### src/arx_pkg.sv
package arx_pkg;

  localparam int COEF_W     = 16;
  localparam int FRAC_SHIFT = 14;
  localparam int DELAY_W    = 4;
  localparam int CFG_IDX_W  = 3;

  // Only this many coefficients of each kind have a register behind them.
  localparam int NUM_A_REGS = 3;
  localparam int NUM_B_REGS = 3;

  localparam int A_ORDER_DEF      = 3;
  localparam int B_ORDER_DEF      = 3;
  localparam int MAX_DELAY_DEF    = 8;
  localparam int SAMPLE_WIDTH_DEF = 16;

  localparam logic [DELAY_W-1:0] DELAY_RESET = DELAY_W'(1);

  typedef enum logic [CFG_IDX_W-1:0] {
    REG_A1    = 3'd0,
    REG_A2    = 3'd1,
    REG_A3    = 3'd2,
    REG_B0    = 3'd3,
    REG_B1    = 3'd4,
    REG_B2    = 3'd5,
    REG_DELAY = 3'd6
  } cfg_reg_e;

  typedef struct packed {
    logic                 valid;
    logic [CFG_IDX_W-1:0] index;
    logic [COEF_W-1:0]    data;
  } cfg_wr_t;

endpackage

### src/arx_coef_cell.sv
module arx_coef_cell #(
  parameter int SW        = arx_pkg::SAMPLE_WIDTH_DEF,
  parameter int REG_IDX   = 0,
  parameter bit WRITABLE  = 1'b1
) (
  input  logic                                  clk_i,
  input  logic                                  rst_ni,
  input  arx_pkg::cfg_wr_t                      cfg_i,
  input  logic signed [SW-1:0]                  sample_i,
  output logic signed [SW+arx_pkg::COEF_W-1:0]  prod_o
);

  localparam int PW = SW + arx_pkg::COEF_W;

  logic signed [arx_pkg::COEF_W-1:0] coef_q;
  logic signed [arx_pkg::COEF_W-1:0] coef_d;
  logic                              wr_hit;
  logic signed [PW-1:0]              sample_ext;
  logic signed [PW-1:0]              coef_ext;

  assign wr_hit = WRITABLE && cfg_i.valid
                  && (cfg_i.index == arx_pkg::CFG_IDX_W'(REG_IDX));
  assign coef_d = wr_hit ? cfg_i.data : coef_q;

  always_ff @(posedge clk_i or negedge rst_ni) begin
    if (!rst_ni) begin
      coef_q <= '0;
    end else begin
      coef_q <= coef_d;
    end
  end

  assign sample_ext = PW'(sample_i);
  assign coef_ext   = PW'(coef_q);
  assign prod_o     = sample_ext * coef_ext;

endmodule

### config.mk
export PLATFORM = sky130hd
export DESIGN_NAME = arx_coef_cell
export DESIGN_NICKNAME = d
export VERILOG_FILES = /design/src/arx_pkg.sv /design/src/arx_coef_cell.sv
export SDC_FILE = /design/constraint.sdc
export NUM_CORES = 1
export LEC_CHECK = 0
export BUFFER_PORTS_ARGS = -buffer_cell sky130_fd_sc_hd__buf_2
export CAP_MARGIN = 10
export CORE_MARGIN = 2
export CORE_UTILIZATION = 52
export DETAILED_ROUTE_END_ITERATION = 6
export PLACE_DENSITY_LB_ADDON = 0.12
export REMOVE_ABC_BUFFERS = 1
export SLEW_MARGIN = 20
export SYNTH_ARGS = -nofsm -noshare
export SYNTH_HDL_FRONTEND = slang
export SYNTH_SLANG_ARGS = --single-unit
### constraint.sdc
create_clock -name clk_i -period 11.3 [get_ports clk_i]
set_input_delay 1.695 -clock clk_i [delete_from_list [all_inputs] [get_ports clk_i]]
set_output_delay 1.695 -clock clk_i [all_outputs]
set_load 0.005 [all_outputs]
==> flow_summary.json <==
{
  "die_width_um": 146.2,
  "critPathMaxFanout": 16,
  "critical_path.max_stage_delay_ns": 0.82,
  "fin_area_sq_um": 11140,
  "hpwl_mm": 20.17,
  "grt_pass1_wl_mm": 41.37,
  "place_inst": 1428,
  "core_sq_um": 20040,
  "max-cap-violations": 0,
  "hold_class": "flip-flop to flip-flop",
  "cp_slowest_cell": "fa_1",
  "seq_area_frac_synth": 0.03808,
  "finalHoldViolCount": 0,
  "die-area_sq_um": 21370,
  "finalCriticalPeriod_ns": 9.653,
  "vias_per_cell": 5.102,
  "initial_core_util": 0.5247,
  "grt_start_max_net_pins": 18,
  "fin_crit_sh": 0.8542,
  "drtPass1Iterations": 5,
  "grt_antenna_before_repair": 0,
  "skew_ns": 0,
  "synth_edf_count": 0,
  "clock_sinks": 16,
  "nFillCells": 1906,
  "placedInstanceArea_sq_um": 11050,
  "row_count": 52,
  "setup_viol": 0,
  "yosys.area.top_type": "fa_1",
  "avgSynthCellArea_sq_um": 9.305,
  "portBuffers": 69,
  "cts_hold_buf": 0,
  "grtUsageTotal": 0.2435,
  "post_cts_resized": 0,
  "reg_top3": "coef_q (16)",
  "root_buffer": "clkbuf_16",
  "synth_cell_types": 47,
  "fmax_ghz": 0.1036,
  "first_global_vias": 7829,
  "instances_no_fill": 1432,
  "post_cts_buffers": 0,
  "cp_common_cell": "fa_1",
  "insertion_delay_ns": 0.24,
  "cts_made_buffers": 3,
  "status": "completed",
  "route.detailed.drc": 0,
  "ys.flop_type": "dfrtp_1",
  "synthArstFlopShare": 1.000,
  "crit_path_end_kind": "output port",
  "ys.warnings.count": 0,
  "startpoint_type": "primary input",
  "via_count": 7306,
  "final_util": 0.5558,
  "rsz0062_at_grt": "no",
  "drt_iter0_drc": 374,
  "clk_pin_slew_ns": 0.05,
  "pin_count": 70,
  "largest_reg_flops": 16,
  "gp_congestion": 0.8717,
  "arrival_ns": 7.96,
  "crit_chain": "buf_2 > nand2_1 > inv_1 > fa_1 > fa_1 > fa_1 > fa_1 > fa_1 > inv_1 > fa_1 > inv_1 > ha_1 > and3_1 > nand3_1 > or4b_1 > a21oi_1 > o41ai_2 > o2111ai_1 > a21oi_1 > xnor2_1 > buf_2",
  "finalSetupTns_ns": 0,
  "crit_type": "primary input to output port",
  "areaGrowthSynthToFinish_pct": 5.926,
  "worst_pin_slew_ns": 1.012,
  "synth_top_area_share": 0.4988,
  "wl_mm": 23.96,
  "relSlewSlack": 0.3226,
  "syn-cell-area_sq_um": 10520,
  "wire_per_inst_um": 16.73,
  "grt-ovfl-total": 0,
  "fp.dieH_um": 146.2,
  "antenna_left": 0,
  "syn_inst": 1130,
  "synth_seq_cells": 16,
  "largest-register": "coef_q",
  "drive_gt1_frac": 0.08348,
  "worstPathRequired_ns": 9.61,
  "slew_viol_final": 0,
  "synth_area_leaders": "fa_1, inv_1, ha_1",
  "layout.nets": 1545,
  "cts_tree": "built",
  "htreeDepth": 1,
  "diodes": 0,
  "clockBufferDepth": 2
}
==> area by class of cell <==
type / count / area [sq um] / area share
Sequential cell: 16 / 400.4 / 0.03595
Clock buffer: 4 / 88.84 / 0.007976
Timing Repair Buffer: 69 / 345.3 / 0.03100
Multi-Input combinational cell: 783 / 8877 / 0.7970
Tap cell: 270 / 337.8 / 0.03033
Inverter: 290 / 1089 / 0.09773
==> Yosys cell counts (10+ instances only) <==
cell        n
nand2_1   133
inv_1     290
a21oi_1    17
dfrtp_1    16
ha_1       82
xor2_1     10
clkbuf_1   39
nor2_1     26
fa_1      262
mux2_2     15
xnor2_1    27
a21o_1     18
and2_1    122
==> path summary, 6_finish.rpt <==
path	startpoint	to	slack [ns]	cells after the start
worst max-delay path	sample_i[15]	prod_o[30]	1.65	21
worst min-delay path	coef_q[14]	coef_q[14]	0.97	1
worst max register to register	coef_q[15]	coef_q[15]	9.96	2
worst min register to register	coef_q[14]	coef_q[14]	0.97	1
max in group asynchronous	rst_ni	coef_q[15]	9.69	1
min in group asynchronous	rst_ni	coef_q[1]	1.35	1
==> per-stage QoR <==
stage          hold slack, ns  setup WS, ns
2_1_floorplan          0.6851         2.512
3_3_place_gp           0.9560         1.735
3_5_place_dp           0.9775         1.668
4_1_cts                0.9949         1.633
5_1_grt                 1.039         1.302
6_report               0.9741         1.647
==> critical path: cells and delay by family <==
family / cells / cell delay [ns]
AO/OA/AOI/OAI: 4 / 0.72
XOR/XNOR: 1 / 0.14
AND/OR/NAND/NOR: 4 / 1.05
adder cells (fa/ha/maj): 7 / 3.70
buffers and inverters: 5 / 0.66
==> placed cells by master, fill, tap and decap left out, types with 2 or more instances in the layout <==
cell,synthesis,final
xor2_1,10,10
clkbuf_16,0,3
mux2_2,15,15
a21oi_2,2,2
o21bai_1,4,4
nand3_1,5,5
and3_1,6,6
a21o_1,18,18
o31ai_1,2,2
xnor2_1,27,27
dfrtp_1,16,16
and2_1,122,122
fa_1,262,262
o21a_1,2,2
a31oi_1,7,7
nand4_1,3,3
o21ai_0,7,7
a21oi_1,17,17
nand2_1,133,133
ha_1,82,82
or2_2,2,2
nor3_1,5,5
or4b_1,2,2
nand2b_1,4,4
inv_1,290,290
buf_2,0,69
nor2_1,26,26
o211ai_1,2,2
==> routing by layer <==
| metal | track usage | part of all wire | vias to the layer above |
|---|---|---|---|
| met5 | 0 | 0 | - |
| met4 | 0.03058 | 0.010 | 0 |
| met3 | 0.03688 | 0.059 | 23 |
| met2 | 0.3719 | 0.45 | 187 |
| met1 | 0.3815 | 0.48 | 3728 |
| li1 | - | - | 3368 |
==> kinds of logic (layout without fill, tap and decap cells) <==
family	after synthesis	in the layout	share of synthesized area
fa+ha+maj	344	344	0.5964
buf+inv	331	363	0.1185
simple gates	314	314	0.1500
compound gates	73	73	0.05010
xor+xnor	37	37	0.03082
flops	16	16	0.03808
mux	15	15	0.01606
Power is not shown: default switching activity piles up to over one toggle a cycle in this logic, so the estimate is an artifact.
