==> config.mk <==
export PLATFORM = sky130hd
export DESIGN_NAME = arx_out_stage_flat
export DESIGN_NICKNAME = d
export VERILOG_FILES = /design/src/arx_pkg.sv /design/src/arx_if.sv /design/src/arx_out_stage.sv /design/src/flat_wrapper.sv
export SDC_FILE = /design/constraint.sdc
export NUM_CORES = 1
export LEC_CHECK = 0
export BUFFER_PORTS_ARGS = -buffer_cell sky130_fd_sc_hd__clkbuf_2
export CORE_MARGIN = 3
export CORE_UTILIZATION = 48
export DETAILED_ROUTE_END_ITERATION = 8
export PLACE_DENSITY = 0.86
export REMOVE_ABC_BUFFERS = 1
export SLEW_MARGIN = 10
export SYNTH_ARGS = -nofsm -noshare
export SYNTH_HDL_FRONTEND = slang
export SYNTH_SLANG_ARGS = --single-unit
==> constraint.sdc <==
create_clock -name clk_i -period 6.1 [get_ports clk_i]
set_input_delay 0.915 -clock clk_i [delete_from_list [all_inputs] [get_ports clk_i]]
set_output_delay 0.915 -clock clk_i [all_outputs]
set_load 0.1 [all_outputs]
==> src/arx_pkg.sv <==
package arx_pkg;

  localparam int COEF_W     = 16;
  localparam int FRAC_SHIFT = 14;
  localparam int DELAY_W    = 4;
  localparam int CFG_IDX_W  = 3;

  // Only this many coefficients of each kind have a register behind them.
  localparam int NUM_A_REGS = 3;
  localparam int NUM_B_REGS = 3;

  localparam int A_ORDER_DEF      = 3;
  localparam int B_ORDER_DEF      = 3;
  localparam int MAX_DELAY_DEF    = 8;
  localparam int SAMPLE_WIDTH_DEF = 16;

  localparam logic [DELAY_W-1:0] DELAY_RESET = DELAY_W'(1);

  typedef enum logic [CFG_IDX_W-1:0] {
    REG_A1    = 3'd0,
    REG_A2    = 3'd1,
    REG_A3    = 3'd2,
    REG_B0    = 3'd3,
    REG_B1    = 3'd4,
    REG_B2    = 3'd5,
    REG_DELAY = 3'd6
  } cfg_reg_e;

  typedef struct packed {
    logic                 valid;
    logic [CFG_IDX_W-1:0] index;
    logic [COEF_W-1:0]    data;
  } cfg_wr_t;

endpackage

==> src/arx_if.sv <==


interface arx_out_if #(
  parameter int SW = arx_pkg::SAMPLE_WIDTH_DEF
);
  logic                 valid;
  logic                 ready;
  logic signed [SW-1:0] model_output;
  logic                 saturated;

  modport source(output valid, output model_output, output saturated, input ready);
  modport sink(input valid, input model_output, input saturated, output ready);
endinterface


==> src/arx_out_stage.sv <==
module arx_out_stage #(
  parameter int SW    = arx_pkg::SAMPLE_WIDTH_DEF,
  parameter int ACC_W = 40
) (
  input  logic                    clk_i,
  input  logic                    rst_ni,
  input  logic signed [ACC_W-1:0] acc_i,
  input  logic                    load_i,
  output logic                    ready_o,
  output logic signed [SW-1:0]    y_o,
  arx_out_if.source               result_o
);

  localparam int RW = ACC_W - arx_pkg::FRAC_SHIFT;

  logic signed [ACC_W-1:0] biased;
  logic signed [RW-1:0]    rounded;
  logic [RW-SW:0]          top_bits;
  logic                    ovf;
  logic                    valid_q, valid_d;
  logic signed [SW-1:0]    data_q, data_d;
  logic                    sat_q, sat_d;

  // Round half up, then drop the fraction; taking the upper bits floors.
  assign biased  = acc_i + (ACC_W'(1) <<< (arx_pkg::FRAC_SHIFT - 1));
  assign rounded = biased[ACC_W-1:arx_pkg::FRAC_SHIFT];

  // The value fits when every bit above the sample's sign bit copies it.
  assign top_bits = rounded[RW-1:SW-1];
  assign ovf      = !((&top_bits) || (~|top_bits));

  always_comb begin
    if (!ovf) begin
      y_o = rounded[SW-1:0];
    end else if (rounded[RW-1]) begin
      y_o = {1'b1, {(SW-1){1'b0}}};
    end else begin
      y_o = {1'b0, {(SW-1){1'b1}}};
    end
  end

  assign ready_o = !valid_q || result_o.ready;

  always_comb begin
    valid_d = valid_q;
    data_d  = data_q;
    sat_d   = sat_q;
    if (load_i) begin
      valid_d = 1'b1;
      data_d  = y_o;
      sat_d   = ovf;
    end else if (result_o.ready) begin
      valid_d = 1'b0;
    end
  end

  always_ff @(posedge clk_i or negedge rst_ni) begin
    if (!rst_ni) begin
      valid_q <= 1'b0;
    end else begin
      valid_q <= valid_d;
    end
  end

  always_ff @(posedge clk_i) begin
    data_q <= data_d;
    sat_q  <= sat_d;
  end

  assign result_o.valid        = valid_q;
  assign result_o.model_output = data_q;
  assign result_o.saturated    = sat_q;

endmodule

==> src/flat_wrapper.sv <==
// flat-port wrapper written by rule: the top's interface ports become plain ports
module arx_out_stage_flat 
#(
  parameter int SW    = arx_pkg::SAMPLE_WIDTH_DEF,
  parameter int ACC_W = 40
)
  (clk_i, rst_ni, acc_i, load_i, ready_o, y_o, result_o_valid, result_o_model_output, result_o_saturated, result_o_ready);
  arx_out_if #(.SW(SW)) result_o_i ();
  input  logic clk_i;
  input  logic rst_ni;
  input  logic signed [ACC_W-1:0] acc_i;
  input  logic load_i;
  output logic ready_o;
  output logic signed [SW-1:0] y_o;
  output wire logic [$bits(result_o_i.valid)-1:0] result_o_valid;
  output wire logic [$bits(result_o_i.model_output)-1:0] result_o_model_output;
  output wire logic [$bits(result_o_i.saturated)-1:0] result_o_saturated;
  input wire logic [$bits(result_o_i.ready)-1:0] result_o_ready;
  assign result_o_valid = result_o_i.valid;
  assign result_o_model_output = result_o_i.model_output;
  assign result_o_saturated = result_o_i.saturated;
  assign result_o_i.ready = result_o_ready;
  arx_out_stage #(.SW(SW), .ACC_W(ACC_W)) u_core (.clk_i(clk_i), .rst_ni(rst_ni), .acc_i(acc_i), .load_i(load_i), .ready_o(ready_o), .y_o(y_o), .result_o(result_o_i));
endmodule
==> results of run 1 <==
==> metal layers <==
layer | vias up | global-route usage | wire length [um]
met5 | - | 0 | 0
met4 | 0 | 0.09394 | 66
met3 | 7 | 0.01258 | 281
met2 | 59 | 0.2960 | 1581
met1 | 637 | 0.2327 | 1487
li1 | 728 | - | -
==> layout make-up <==
type	count	share of cell area
multi-input combinational	129	0.4913
tap	31	0.02083
clock buffer	4	0.01949
sequential	18	0.2876
inverter	3	0.006048
timing repair buffer	65	0.1747
==> state kept, by name, summed over array words and instances, names as in the netlist <==
name	flops
u_core.result_o.model_output	16
u_core.result_o.valid	1
u_core.result_o.saturated	1
==> stage by stage <==
| step | util | cells | setup WS, ns | total power, uW | hold slack [ns] |
|---|---|---|---|---|---|
| after global placement | 0.6399 | 246 | 1.543 | 347.1 | 0.5043 |
| after floorplan | - | 150 | 0.6984 | 307.1 | 0.6194 |
| after global routing | 0.6526 | 250 | 1.265 | 429.3 | 0.3700 |
| final | 0.6526 | 250 | 1.472 | 416.8 | 0.3716 |
| after CTS | 0.6526 | 250 | 1.486 | 417.6 | 0.3684 |
| after detailed placement | 0.6399 | 246 | 1.505 | 348.5 | 0.5054 |
==> worst max-delay path by stage <==
stage	start	to	depth (start not counted)
floorplan	acc_i[13]	y_o[9]	8
global placement	acc_i[13]	y_o[9]	10
detailed placement	acc_i[13]	y_o[12]	10
CTS	acc_i[13]	y_o[9]	10
global route	acc_i[14]	y_o[9]	10
finish	acc_i[13]	y_o[9]	10
==> logic make-up (layout without fill, tap and decap cells) <==
family / Yosys count / count (layout)
adder cells (fa/ha/maj): 1 / 1
AND/OR/NAND/NOR: 77 / 77
flip-flops: 18 / 18
AO/OA/AOI/OAI: 29 / 29
multiplexers: 2 / 2
XOR/XNOR: 20 / 20
buffers and inverters: 6 / 72
==> placed cells by master, fill, tap and decap left out, types with 3 or more instances in the layout <==
cell type	n
clkbuf_2	65
edfxtp_1	17
xnor2_1	14
nand3_1	13
nand2_1	11
o21ai_1	11
nand4_1	9
and3_1	8
nor2_1	6
xor2_1	6
nand2b_1	4
or3_1	3
a21oi_1	3
nor4_4	3
inv_1	3
o21ai_0	3
clkbuf_4	3
==> critical path: stages <==
cell      delay, ns
clkbuf_2       0.10
ha_1           0.19
nand3_2        0.20
nor4_4         0.52
nand3_1        0.13
nor3_1         0.29
xnor2_1        0.30
nand2_1        0.33
o211ai_1       0.21
clkbuf_2       0.50
==> power breakdown <==
part	leakage [uW]	switching, uW	internal (uW)	total [uW]
combinational	0.000557	166	30.9	197
sequential	0.000178	2.34	146	149
clock	0.0000210	34.9	36.4	71.3
total	0.000756	203	214	417
==> qor.csv, run 1 <==
metric,value,unit
routed_wl,3416,um
synth_area_leaders,"edfxtp_1, xnor2_1, nand3_1",
via_per_inst,5.724,
htreeDepth,1,
synth-compound-area-share,0.1225,
wl_per_cell,13.66,um
placed_area,1826,um2
die_h,61.56,um
postSynth.asyncResetShare,0.05556,
critical_path_class,primary input to output port,
synth_edf_count,17,
crit_fanout,11,
tritoncts,yes,
status,"complete, no violations",
synth.area.mux_share,0.01436,
reg2reg_from,u_core.result_o.valid,
cts_root_buf,clkbuf_4,
num_rows,19,
cts.path.max_buffers,2,
register_area,535.5,um2
rsz0062_at_grt,false,
hold_class,primary input to asynchronous set/reset pin,
required,5.18,ns
crit_path_end_kind,output port,
final_nets,265,
hold_viol,0,
synth_area_per_cell,9.682,um2
postCtsHoldBufs,0,
drive_gt1_frac,0.3881,
cts.sinks,18,
rrSetupSlack,5.47,ns
multi_input_area,914.6,um2
synth_common_cells,"edfxtp_1, xnor2_1, nand3_1",
gp_congestion,0.8750,
yosys.area_share.simple,0.3539,
vias,1431,
worstRegToRegCells,2,
worstMarginPinSlew,0.5859,ns
synth_top_area_frac,0.3446,
grt_pass1_wl,5140,um
maxSlewHeadroom,0.6068,
fillers,237,
grt_usage,0.1791,
core,2853,um2
maxSlewViolCount,0,
fin_area,1862,um2
power_density,223.9,nW/um2
start_kind,primary input,
finalSetupTns,0,ns
syn_to_final_growth,25.68,%
reg2reg_to,u_core.result_o.valid,
netlist_area,1481,um2
synth_fa_ha_area_frac,0.008446,
yosys_most_used_dff,edfxtp_1,
synth_seq_area_share,0.3615,
grt_max_degree,19,
arrival,3.71,ns
synth_xor_area_frac,0.1182,
synth_most_common_cell,edfxtp_1,
drc_errors,0,
die_w,61.56,um
max_freq,216.1,MHz
numCtsBuffers,3,
antenna_found_initial,0,
synth.distinct_cells,45,
power.leakage,0.0007565,uW
antenna_left,0,
io_pins,79,
maxCapViolCount,0,
setup_viol,0,
firstDrtPassIters,4,
syn_inst,153,
period_needed,4.628,ns
diodes,0,
die_area,3789,um2
skew,0,ns
synth_top_family_by_area,simple AND/OR/NAND/NOR gates,
post-cts-setup-buffers,0,
drt_iter0_drc,65,
dpl.hpwl,2828,um
yosys.area.top_type,edfxtp_1,
grt_pass1_vias,1176,
finalCritPeriodShare,0.7587,
clkLatencyLatePin,0.29,ns
grt_overflow_total,0,
ys_ff_latch,18,
port_buffers,65,
clkSlewWorstSetupHoldPaths,0.09,ns
irDropWorstVdd,0.09209,mV
start_util,0.5193,
cts_resized,0,
yosys_warnings,0,
Note: power is estimated with default switching activity, not from simulation.
==> run 2, diff against run 1 <==
CORE_UTILIZATION = 41   (was 48)
PLACE_DENSITY = 0.78   (was 0.86)
clock period = 3.87 ns   (was 6.1 ns; I/O delays follow)
==> qor.csv, run 2 (synthesized netlist as in run 1, its figures left out) <==
metric,value,unit,change
critPathTopFamily,simple AND/OR/NAND/NOR gates,,
crit_fanout,11,,unchanged
cts_resized,0,,unchanged
final_common_cell,clkbuf_2,,
maxSlewHeadroom,0.6312,,+0.02445
layout_common_cells,"clkbuf_2, edfxtp_1, xnor2_1",,
reg2reg_from,u_core.result_o.valid,,
power.total,668.2,uW,+60%
largest_register_ffs,16,,unchanged
max_stage_delay,0.41,ns,-0.11 ns
skew,0,ns,unchanged
crit_path_end_kind,output port,,
clkLatencyLatePin,0.28,ns,about the same
start_kind,primary input,,
seqPwrFrac,0.352,,-0.005
combPwrFrac,0.516,,+0.044
arrival,2.97,ns,-0.74 ns
rsz0062_at_grt,false,,
cts.path.max_buffers,2,,unchanged
grt_usage,0.1790,,about the same
intPower,344.7,uW,+61%
period_needed,3.547,ns,
required,3.29,ns,-1.89 ns
switching_share,0.4842,,-0.002970
antenna_left,0,,unchanged
setup_viol,0,,unchanged
clkSlewWorstSetupHoldPaths,0.09,ns,about the same
io_pins,79,,unchanged
numCtsBuffers,3,,unchanged
grt_max_degree,19,,unchanged
drive_gt1_frac,0.3973,,+0.009194
grt_overflow_total,0,,unchanged
max_freq,281.9,MHz,
start_util,0.4337,,-0.08560
final_nets,270,,+1.9%
status,"complete, no violations",,
syn_to_final_growth,40.63,%,
tritoncts,yes,,
core,3416,um2,+20%
cp.depth,11,,+1
postCtsHoldBufs,0,,unchanged
htreeDepth,1,,unchanged
cp_cell_sequence,"clkbuf_2, ha_1, nand3_2, nor4_4, buf_4, a311o_1, a21oi_1, o2111ai_1, nand2_1, o21ai_1, buf_12",,
switching_power,323.5,uW,+59%
die_h,66.11,um,+7.4%
cts_root_buf,clkbuf_4,,
finalCritPeriodShare,0.9165,,
crit_slowest_cell,nor4_4,,
finalSetupTns,0,ns,unchanged
power_density,320.7,nW/um2,+43%
dpl.hpwl,3234,um,+14%
drt_iter0_drc,115,,+77%
irDropWorstVdd,0.1106,mV,+20%
power_frac_clock,0.133,,-0.038
gp_congestion,0.8958,,+2.4%
worstRegToRegCells,2,,unchanged
maxSlewViolCount,0,,unchanged
whs,0.05352,ns,-0.3181 ns
post-cts-setup-buffers,0,,unchanged
die_area,4371,um2,+15%
diodes,0,,unchanged
maxCapViolCount,0,,unchanged
grt_pass1_vias,1340,,+14%
worstMarginPinSlew,0.5495,ns,-0.03643 ns
reg2reg_to,u_core.result_o.valid,,
power.leakage,0.0008394,uW,+11%
rrSetupSlack,3.22,ns,-2.25 ns
grt_pass1_wl,6182,um,+20%
hold_class,primary input to asynchronous set/reset pin,,
drc_errors,0,,unchanged
critical_path_class,primary input to output port,,
wl_per_cell,14.20,um,+3.9%
antenna_found_initial,0,,unchanged
num_rows,21,,+2
routed_wl,3834,um,+12%
crit_buf_inv,3,,+1
crit_path_end,y_o[12],,
die_w,66.11,um,+7.4%
port_buffers,65,,unchanged
firstDrtPassIters,4,,unchanged
vias,1471,,+2.8%
startpoint,acc_i[13],,
via_per_inst,5.448,,-4.8%
hold_viol,0,,unchanged
cts.sinks,18,,unchanged
run 2: cell count changes in the layout (fill, tap and decap cells not counted), sizes merged:
cell | before | now
buf | 0 | 20
clkinv | 0 | 1
clkbuf | 69 | 53
run 2: per-stage QoR:
step / utilization / cell area (um2) / setup WS [ns] / instances
floorplan: - / 1461 / -0.8626 / 150
global placement: 0.6022 / 2057 / 0.4010 / 266
detailed placement: 0.6022 / 2057 / 0.3177 / 266
CTS: 0.6099 / 2083 / 0.3165 / 270
global route: 0.6099 / 2083 / 0.1181 / 270
finish: 0.6099 / 2083 / 0.3230 / 270
run 2: cell type report:
cell class	instances	area, um2
repair buffers	70	538.0
clock buffers	3	22.52
multi-input cells	129	914.6
clock inverters	1	3.754
flip-flops and latches	18	535.5
well taps	46	57.56
fillers	289	1333
inverters	3	11.26
run 2: worst min path at each step:
stage | start | end | slack, ns | cells after the start
final | rst_ni | u_core.result_o.valid | 0.05 | 1
after CTS | rst_ni | u_core.result_o.valid | 0.05 | 1
after floorplan | rst_ni | u_core.result_o.valid | 0.28 | 0
after global placement | rst_ni | u_core.result_o.valid | 0.36 | 1
after detailed placement | rst_ni | u_core.result_o.valid | 0.36 | 1
after global routing | rst_ni | u_core.result_o.valid | 0.04 | 1
run 2: per-layer routing:
metal,track usage,routed length [um],vias to the layer above
li1,-,-,739
met1,0.2352,1609,660
met2,0.2974,1863,66
met3,0.02381,314,6
met4,0.06599,46,0
met5,0,0,-
run 2: power groups by stage:
stage                     Sequential (uW)  Clock [uW]  Combinational [uW]
after detailed placement              240           0                 345
after floorplan                       355           0                 129
after global routing                  237        98.5                 358
final                                 235        88.7                 345
after global placement                239           0                 341
after CTS                             235        90.5                 345
