==> src/arx_pkg.sv <==
package arx_pkg;

  localparam int COEF_W     = 16;
  localparam int FRAC_SHIFT = 14;
  localparam int DELAY_W    = 4;
  localparam int CFG_IDX_W  = 3;

  // Only this many coefficients of each kind have a register behind them.
  localparam int NUM_A_REGS = 3;
  localparam int NUM_B_REGS = 3;

  localparam int A_ORDER_DEF      = 3;
  localparam int B_ORDER_DEF      = 3;
  localparam int MAX_DELAY_DEF    = 8;
  localparam int SAMPLE_WIDTH_DEF = 16;

  localparam logic [DELAY_W-1:0] DELAY_RESET = DELAY_W'(1);

  typedef enum logic [CFG_IDX_W-1:0] {
    REG_A1    = 3'd0,
    REG_A2    = 3'd1,
    REG_A3    = 3'd2,
    REG_B0    = 3'd3,
    REG_B1    = 3'd4,
    REG_B2    = 3'd5,
    REG_DELAY = 3'd6
  } cfg_reg_e;

  typedef struct packed {
    logic                 valid;
    logic [CFG_IDX_W-1:0] index;
    logic [COEF_W-1:0]    data;
  } cfg_wr_t;

endpackage

==> src/arx_hist_cell.sv <==
module arx_hist_cell #(
  parameter int SW = arx_pkg::SAMPLE_WIDTH_DEF
) (
  input  logic                 clk_i,
  input  logic                 rst_ni,
  input  logic                 shift_i,
  input  logic signed [SW-1:0] d_i,
  output logic signed [SW-1:0] q_o
);

  logic signed [SW-1:0] sample_q;
  logic signed [SW-1:0] sample_d;

  assign sample_d = shift_i ? d_i : sample_q;
  assign q_o      = sample_q;

  // History is part of the model state, so it is cleared by reset.
  always_ff @(posedge clk_i or negedge rst_ni) begin
    if (!rst_ni) begin
      sample_q <= '0;
    end else begin
      sample_q <= sample_d;
    end
  end

endmodule

==> config.mk <==
export PLATFORM = sky130hd
export DESIGN_NAME = arx_hist_cell
export DESIGN_NICKNAME = d
export VERILOG_FILES = /design/src/arx_pkg.sv /design/src/arx_hist_cell.sv
export SDC_FILE = /design/constraint.sdc
export NUM_CORES = 1
export LEC_CHECK = 0
export ABC_CLOCK_PERIOD_IN_PS = 800
export BUFFER_PORTS_ARGS = -buffer_cell sky130_fd_sc_hd__buf_2
export CORE_MARGIN = 2
export CORE_UTILIZATION = 40
export CTS_CLUSTER_DIAMETER = 40
export DETAILED_ROUTE_END_ITERATION = 6
export PLACE_DENSITY = 0.74
export SLEW_MARGIN = 30
export SYNTH_ARGS = -nofsm -noshare
export SYNTH_HDL_FRONTEND = slang
export SYNTH_SLANG_ARGS = --single-unit
==> constraint.sdc <==
create_clock -name clk_i -period 0.8 [get_ports clk_i]
set_input_delay 0.04 -clock clk_i [delete_from_list [all_inputs] [get_ports clk_i]]
set_output_delay 0.04 -clock clk_i [all_outputs]
set_load 0.05 [all_outputs]
==> results.yml, run 1 <==
clock_tree:
  tritoncts: "done"
  cts.reportedPaths.clkPinSlew_ns: 0.10
  cts_root_buffer: "clkbuf_4"
  clkLatencyLatePin_ns: 0.28
  htree_levels: 1
  cts_sinks: 16
  cts.path.max_buffers: 2
  cts_buffers: 3
  post_cts_buffers: 0
flow_run:
  drv_cap: 0
critical_path:
  cp-start-kind: "flop"
  slowest_stage: "dfrtp_2"
  cp.required_ns: 0.76
  cp_data_arrival_time_ns: 0.87
  r2r_start: "q_o[10]"
  path_buf_inv: 1
  cp-end-kind: "primary output"
  crit_family: "flip-flops"
  cp_max_fo: 2
  path_cells: "buf_6"
  regToRegSetupSlack_ns: -0.01
  worst-setup-path-type: "reg -> out"
  worst_path_largest_cell_delay_ns: 0.43
  worstRegToRegCells: 1
  worstReg2RegEnd: "q_o[10]"
route:
  wire_per_inst_um: 14.2
  vias_per_cell: 4.67
  ant_nets: 0
  routed_wl_mm: 1.48
  drc: 0
  drt_first_pass_iters: 1
  drt_iter0_drc: 0
  vias: 486
timing:
  post-route-period-util_pct: 113
  hold_violations: 0
  rsz0062_at_grt: "yes"
  maxSlewViolCount: 0
  min_period_ns: 0.907
  fin_skew_ns: 0
  fmax_ghz: 1.10
  slew_headroom_pct: 76.2
  setup_viol: 20
  fin_ws_ns: -0.107
  tightestPinTransition_ns: 0.358
  final.setup.tns_ns: -1.56
place:
  preCtsSetupSlack_ns: 0.0251
  port_buffers: 34
  gp_congestion: 0.630
status:
  violations: "negative setup slack"
  status: "complete, but fails checks"
floorplan:
  placeableCoreArea_um2: 1510
  die_w_um: 44.3
  start_util_pct: 43.1
  die_area_um2: 1960
  rows: 14
  io_pins: 35
  die_h_um: 44.3
grt:
  grt_pass1_wl_mm: 2.34
  grt_overflow_total: 0
  grt_pass1_vias: 511
  grt.total_usage_pct: 16.5
  antenna_found_initial: 0
  grt_max_degree: 17
synthesis:
  synth_edf_count: 0
  yosys.area.top_type: "dfrtp_1"
  synth_cells: 34
  yosysMostFrequentCell: "dfrtp_1"
  ys_seq_area_share_pct: 61.7
  synthDistinctLibCells: 5
  syn_avg_cell_area_um2: 19.1
  synth_top_cell_area_share_pct: 61.7
  synth_common_cells: "dfrtp_1, mux2_4, mux2_2, buf_12, buf_6"
  syn_area_um2: 649
  synth_seq_cells: 16
  yosysWarnings: 0
  ys.flop_type: "dfrtp_1"
  yosys-top-cells-area: "dfrtp_1, mux2_4, mux2_2"
  synth_nets: 53
  async_flop_share_pct: 100
final_layout:
  largest_register_ffs: 16
  nets: 108
  fin_util_pct: 76.7
  synthToLayoutAreaGrowth_pct: 77.8
  drive_gt1_share_pct: 80.7
  n_antenna_cell: 0
power:
  power.density_nw_per_um2: 1950
  ir_worst_vdd_v: 0.00115
  p_leak_uw: 0.000546
hold_path:
  hold_class: "in -> async"
## layer usage
| layer | GRT usage [%] | share of wire (%) | vias to the layer above |
|---|---|---|---|
| met5 | 0 | 0 | - |
| met4 | 5.45 | 0 | 0 |
| met3 | 4.49 | 8.7 | 0 |
| met2 | 26.8 | 48 | 26 |
| met1 | 21.3 | 43 | 232 |
| li1 | - | - | 228 |
## per-stage QoR
step / hold WS, ns / power [uW] / cells / instance area (um^2)
finish: 0.194 / 2260 / 104 / 1150
global route: 0.208 / 2340 / 104 / 1150
CTS: 0.194 / 2270 / 104 / 1150
detailed placement: -0.0279 / 1550 / 83 / 848
global placement: -0.0289 / 1540 / 83 / 848
floorplan: -0.256 / 1400 / 34 / 669
## what timing repair did
action,in CTS,in global routing
hold buffers,17,0
setup endpoints to repair,16,31
gates resized for setup,32,0
cloned,0,0
hold endpoints to repair,32,0
## where the power goes
group	internal (uW)	switching, uW	leakage [uW]
Clock	277	254	0.0000210
Combinational	351	408	0.000354
Sequential	904	62.6	0.000171
Total	1530	725	0.000546
## cells by family after synthesis
| logic type | after synthesis | synth area share [%] |
|---|---|---|
| buf+inv | 2 | 4.82 |
| flops | 16 | 61.7 |
| mux | 16 | 33.5 |
## layout make-up
cell class / instances / area [um^2]
well taps: 16 / 20.0
fillers: 112 / 352
multi-input cells: 16 / 218
clock buffers: 4 / 36.3
flip-flops and latches: 16 / 420
repair buffers: 52 / 460
## how the worst max path moves through the flow
stage | from | endpoint | depth (start not counted) | slack, ns
2_1_floorplan | q_o[10] | q_o[10] | 1 | -0.11
3_3_place_gp | q_o[6] | q_o[6] | 1 | 0.04
3_5_place_dp | q_o[12] | q_o[12] | 1 | 0.03
4_1_cts | q_o[4] | q_o[4] | 1 | -0.11
5_1_grt | q_o[10] | q_o[10] | 1 | -0.14
6_report | q_o[10] | q_o[10] | 1 | -0.11
## cells in the final DEF, fill, tap and decap left out
| master | synthesis | final |
|---|---|---|
| buf_2 | 0 | 18 |
| dlygate4sd3_1 | 0 | 17 |
| buf_6 | 1 | 16 |
| dfrtp_2 | 0 | 16 |
| mux2_4 | 10 | 10 |
| mux2_2 | 6 | 6 |
| clkbuf_4 | 0 | 3 |
| clkbuf_8 | 0 | 1 |
| buf_12 | 1 | 1 |
Power figures use the tool's default switching activity.
==> run 2: changes to the inputs <==
PLACE_DENSITY = 0.73   (was 0.74)
==> results.yml, run 2 (same netlist as run 1, synthesis figures left out) <==
floorplan:
  rows: 14
  start_util_pct: 43.1
  placeableCoreArea_um2: 1510
  die_h_um: 44.3
  die_w_um: 44.3
  io_pins: 35
  die_area_um2: 1960
critical_path:
  cp_max_fo: 2
  cp-end-kind: "primary output"
  cp.required_ns: 0.76
  worstReg2RegEnd: "q_o[3]"
  crit_family: "flip-flops"
  worst-setup-path-type: "reg -> out"
  slowest_stage: "dfrtp_2"
  path_buf_inv: 1
  regToRegSetupSlack_ns: -0.01
  worst_path_largest_cell_delay_ns: 0.42
  cp_data_arrival_time_ns: 0.86
  path_depth: 1
  path_cells: "buf_6"
  r2r_start: "q_o[3]"
  cp-start-kind: "flop"
  worstRegToRegCells: 1
route:
  highest_layer: "met4"
  vias_per_cell: 4.55
  vias: 469
  drt_first_pass_iters: 2
  drt_iter0_drc: 2
  ant_nets: 0
  routed_wl_mm: 1.46
  met3_length_um: 96
  wire_per_inst_um: 14.2
  wirelength_met1_um: 640
  drc: 0
  wl_met2_um: 711
timing:
  fin_skew_ns: 0
  rsz0062_at_grt: "yes"
  slew_headroom_pct: 77.2
  fmax_ghz: 1.11
  setup_viol: 17
  hold_ws_ns: 0.198
  tightestPinTransition_ns: 0.342
  min_period_ns: 0.899
  maxSlewViolCount: 0
  post-route-period-util_pct: 112
  fin_ws_ns: -0.0986
  hold_violations: 0
final_layout:
  largest_register_ffs: 16
  fin_area_um2: 1150
  synthToLayoutAreaGrowth_pct: 76.9
  drive_gt1_share_pct: 80.5
  layout_commonest_cell: "buf_2"
  mostFrequentLayoutCells: "buf_2, dlygate4sd3_1, buf_6, dfrtp_2, mux2_4"
  nets: 108
  n_antenna_cell: 0
clock_tree:
  cts.reportedPaths.clkPinSlew_ns: 0.09
  cts.path.max_buffers: 2
  cts_root_buffer: "clkbuf_4"
  clkLatencyLatePin_ns: 0.27
  cts_sinks: 16
  tritoncts: "done"
  cts_buffers: 3
  htree_levels: 1
status:
  violations: "negative setup slack"
  status: "complete, but fails checks"
grt:
  antenna_found_initial: 0
  grt_pass1_wl_mm: 2.49
  grt_pass1_vias: 530
  grt.total_usage_pct: 18.5
  grt_overflow_total: 0
  grt_max_degree: 17
place:
  dp.final_hpwl_um: 870
  port_buffers: 34
  gp_congestion: 0.648
  preCtsSetupSlack_ns: 0.0141
  dpl-instance-area_um2: 848
power:
  ir_worst_vdd_v: 0.00146
  power.density_nw_per_um2: 1860
  p_leak_uw: 0.000547
hold_path:
  hold_class: "in -> async"
flow_run:
  drv_cap: 0
==> run 2: cell type report <==
| type | count | area [um^2] |
|---|---|---|
| multi-input cells | 16 | 225 |
| repair buffers | 52 | 460 |
| flip-flops and latches | 16 | 420 |
| well taps | 16 | 20.0 |
| fillers | 91 | 358 |
| clock buffers | 3 | 22.5 |
==> run 2: where the power goes <==
| group | switching, uW | internal (uW) | total (uW) | leakage (uW) |
|---|---|---|---|---|
| clock network | 229 | 174 | 404 | 0.0000138 |
| logic | 408 | 357 | 765 | 0.000362 |
| registers | 62.0 | 904 | 966 | 0.000171 |
| total | 699 | 1440 | 2130 | 0.000547 |
==> run 2: metal layers <==
layer | vias up | GRT usage (%)
met4 | 0 | 10.9
li1 | 227 | -
met2 | 26 | 30.6
met3 | 2 | 4.90
met1 | 214 | 21.5
met5 | - | 0
==> run 2: timing repair <==
action / CTS / global route
resized for setup: 32 / 2
hold endpoints to repair: 32 / 0
buffers inserted: 0 / 0
hold buffers: 17 / 0
gates cloned: 0 / 0
setup endpoints to repair: 16 / 30
==> run 2: stage by stage <==
step,utilization (%),power [uW],cells,TNS (ns)
2_1_floorplan,-,1400,34,-1.71
5_1_grt,76.2,2240,103,-2.18
3_3_place_gp,56.3,1540,83,0
3_5_place_dp,56.3,1550,83,0
6_report,76.2,2130,103,-1.40
4_1_cts,75.7,2140,103,-1.58
==> run 2: worst max-delay path by stage <==
stage,from,to
2_1_floorplan,q_o[10],q_o[10]
3_3_place_gp,shift_i,q_o[2]
3_5_place_dp,shift_i,q_o[2]
4_1_cts,q_o[5],q_o[5]
5_1_grt,q_o[4],q_o[4]
6_report,q_o[4],q_o[4]
==> run 3: changes to the inputs <==
CORE_UTILIZATION = 42   (was 40)
PLACE_DENSITY = 0.76   (was 0.73)
SETUP_SLACK_MARGIN = 0.15   (was default)
==> results.yml, run 3 (same netlist as run 1, synthesis figures left out) <==
critical_path:
  regToRegSetupSlack_ns: 0
  crit_family: "flip-flops"
  cp-end-kind: "primary output"
  path_depth: 1
  cp.required_ns: 0.76
  slowest_stage: "dfrtp_2"
  worst_path_largest_cell_delay_ns: 0.42
  cp_data_arrival_time_ns: 0.85
  path_buf_inv: 1
  cp-start-kind: "flop"
  cp_max_fo: 2
  worst-setup-path-type: "reg -> out"
  worstRegToRegCells: 1
  path_cells: "buf_6"
  setup.worst_path.start: "q_o[13]"
  worstReg2RegEnd: "q_o[15]"
  r2r_start: "q_o[15]"
hold_path:
  whs_endpoint: "q_o[7]"
  hold_path.startpoint: "d_i[7]"
  hold_depth: 2
  hold_class: "in -> reg"
grt:
  antenna_found_initial: 0
  grt_pass1_wl_mm: 2.03
  grt_pass1_vias: 465
  grt_max_degree: 17
  grt.total_usage_pct: 15.2
  grt_overflow_total: 0
timing:
  slew_headroom_pct: 76.6
  min_period_ns: 0.893
  fin_skew_ns: 0
  fin_ws_ns: -0.0932
  hold_ws_ns: -0.00971
  final.setup.tns_ns: -1.36
  hold_violations: 10
  maxSlewViolCount: 0
  setup_viol: 16
  post-route-period-util_pct: 112
  tightestPinTransition_ns: 0.350
  fmax_ghz: 1.12
  rsz0062_at_grt: "yes"
route:
  vias_per_cell: 4.73
  routed_wl_mm: 1.23
  ant_nets: 0
  drt_iter0_drc: 1
  drt_first_pass_iters: 4
  drc: 0
  wire_per_inst_um: 13.8
  vias: 421
floorplan:
  die_h_um: 43.3
  placeableCoreArea_um2: 1470
  start_util_pct: 44.1
  io_pins: 35
  die_area_um2: 1880
  rows: 14
  die_w_um: 43.3
status:
  status: "complete, but fails checks"
  violations: "negative hold slack, negative setup slack"
power:
  power.density_nw_per_um2: 2160
  ir_worst_vdd_v: 0.00155
  p_leak_uw: 0.000484
place:
  gp_congestion: 0.728
  port_buffers: 34
  placed_cells: 84
  dpl-instance-area_um2: 856
final_layout:
  multi_input_area_um2: 218
  fin_area_um2: 1000
  nets: 93
  fillCellCount: 106
  largest_register_ffs: 16
  mostFrequentLayoutCells: "buf_2, buf_6, dfrtp_2"
  layout_commonest_cell: "buf_2"
  n_antenna_cell: 0
  fin_util_pct: 68.1
  synthToLayoutAreaGrowth_pct: 54.3
  instances_no_fill: 89
  regArea_um2: 420
  drive_gt1_share_pct: 98.6
flow_run:
  drv_cap: 0
clock_tree:
  cts_sinks: 16
  cts_root_buffer: "clkbuf_4"
  cts_buffers: 3
  cts.path.max_buffers: 2
  post_cts_buffers: 0
  cts.reportedPaths.clkPinSlew_ns: 0.09
  clkLatencyLatePin_ns: 0.27
  tritoncts: "done"
  hold_buffers: 1
  htree_levels: 1
## run 3: cell types whose count changed in the layout (fill, tap and decap cells not counted), sizes merged
cell         before  now
buf              35   36
dlygate4sd3      17    1
clkbuf            3    4
## run 3: how the worst max path moves through the flow
stage	end	slack, ns
final	q_o[13]	-0.09
after global routing	q_o[1]	-0.13
after CTS	q_o[1]	-0.11
after detailed placement	q_o[1]	0.008
after global placement	q_o[0]	0.03
after floorplan	q_o[10]	-0.11
## run 3: stage by stage
step	total power (uW)	setup WS, ns
6_report	2170	-0.0932
5_1_grt	2270	-0.135
4_1_cts	2200	-0.114
3_5_place_dp	1560	0.00777
3_3_place_gp	1550	0.0316
2_1_floorplan	1400	-0.109
## run 3: what timing repair did
action | CTS | global route
endpoints found under the setup margin | 32 | 32
pin swaps | 0 | 0
endpoints found under the hold margin | 32 | 16
resized for setup | 32 | 0
## run 3: area by class of cell
class                           instances  share of cell area, %
Timing Repair Buffer                   37                   30.7
Clock buffer                            4                   3.62
Multi-Input combinational cell         16                   21.7
Tap cell                               16                   2.00
Sequential cell                        16                   41.9
## run 3: power breakdown
group | leakage [uW] | internal [uW] | switching [uW]
registers | 0.000171 | 904 | 60.4
logic | 0.000292 | 303 | 396
clock network | 0.0000210 | 277 | 230
total | 0.000484 | 1480 | 686
## run 3: metal layers
metal / track usage, % / up-vias / part of all wire, %
met2: 27.2 / 13 / 54
met1: 16.7 / 211 / 41
met5: 0 / - / 0
li1: - / 197 / -
met3: 3.83 / 0 / 5.4
met4: 7.27 / 0 / 0
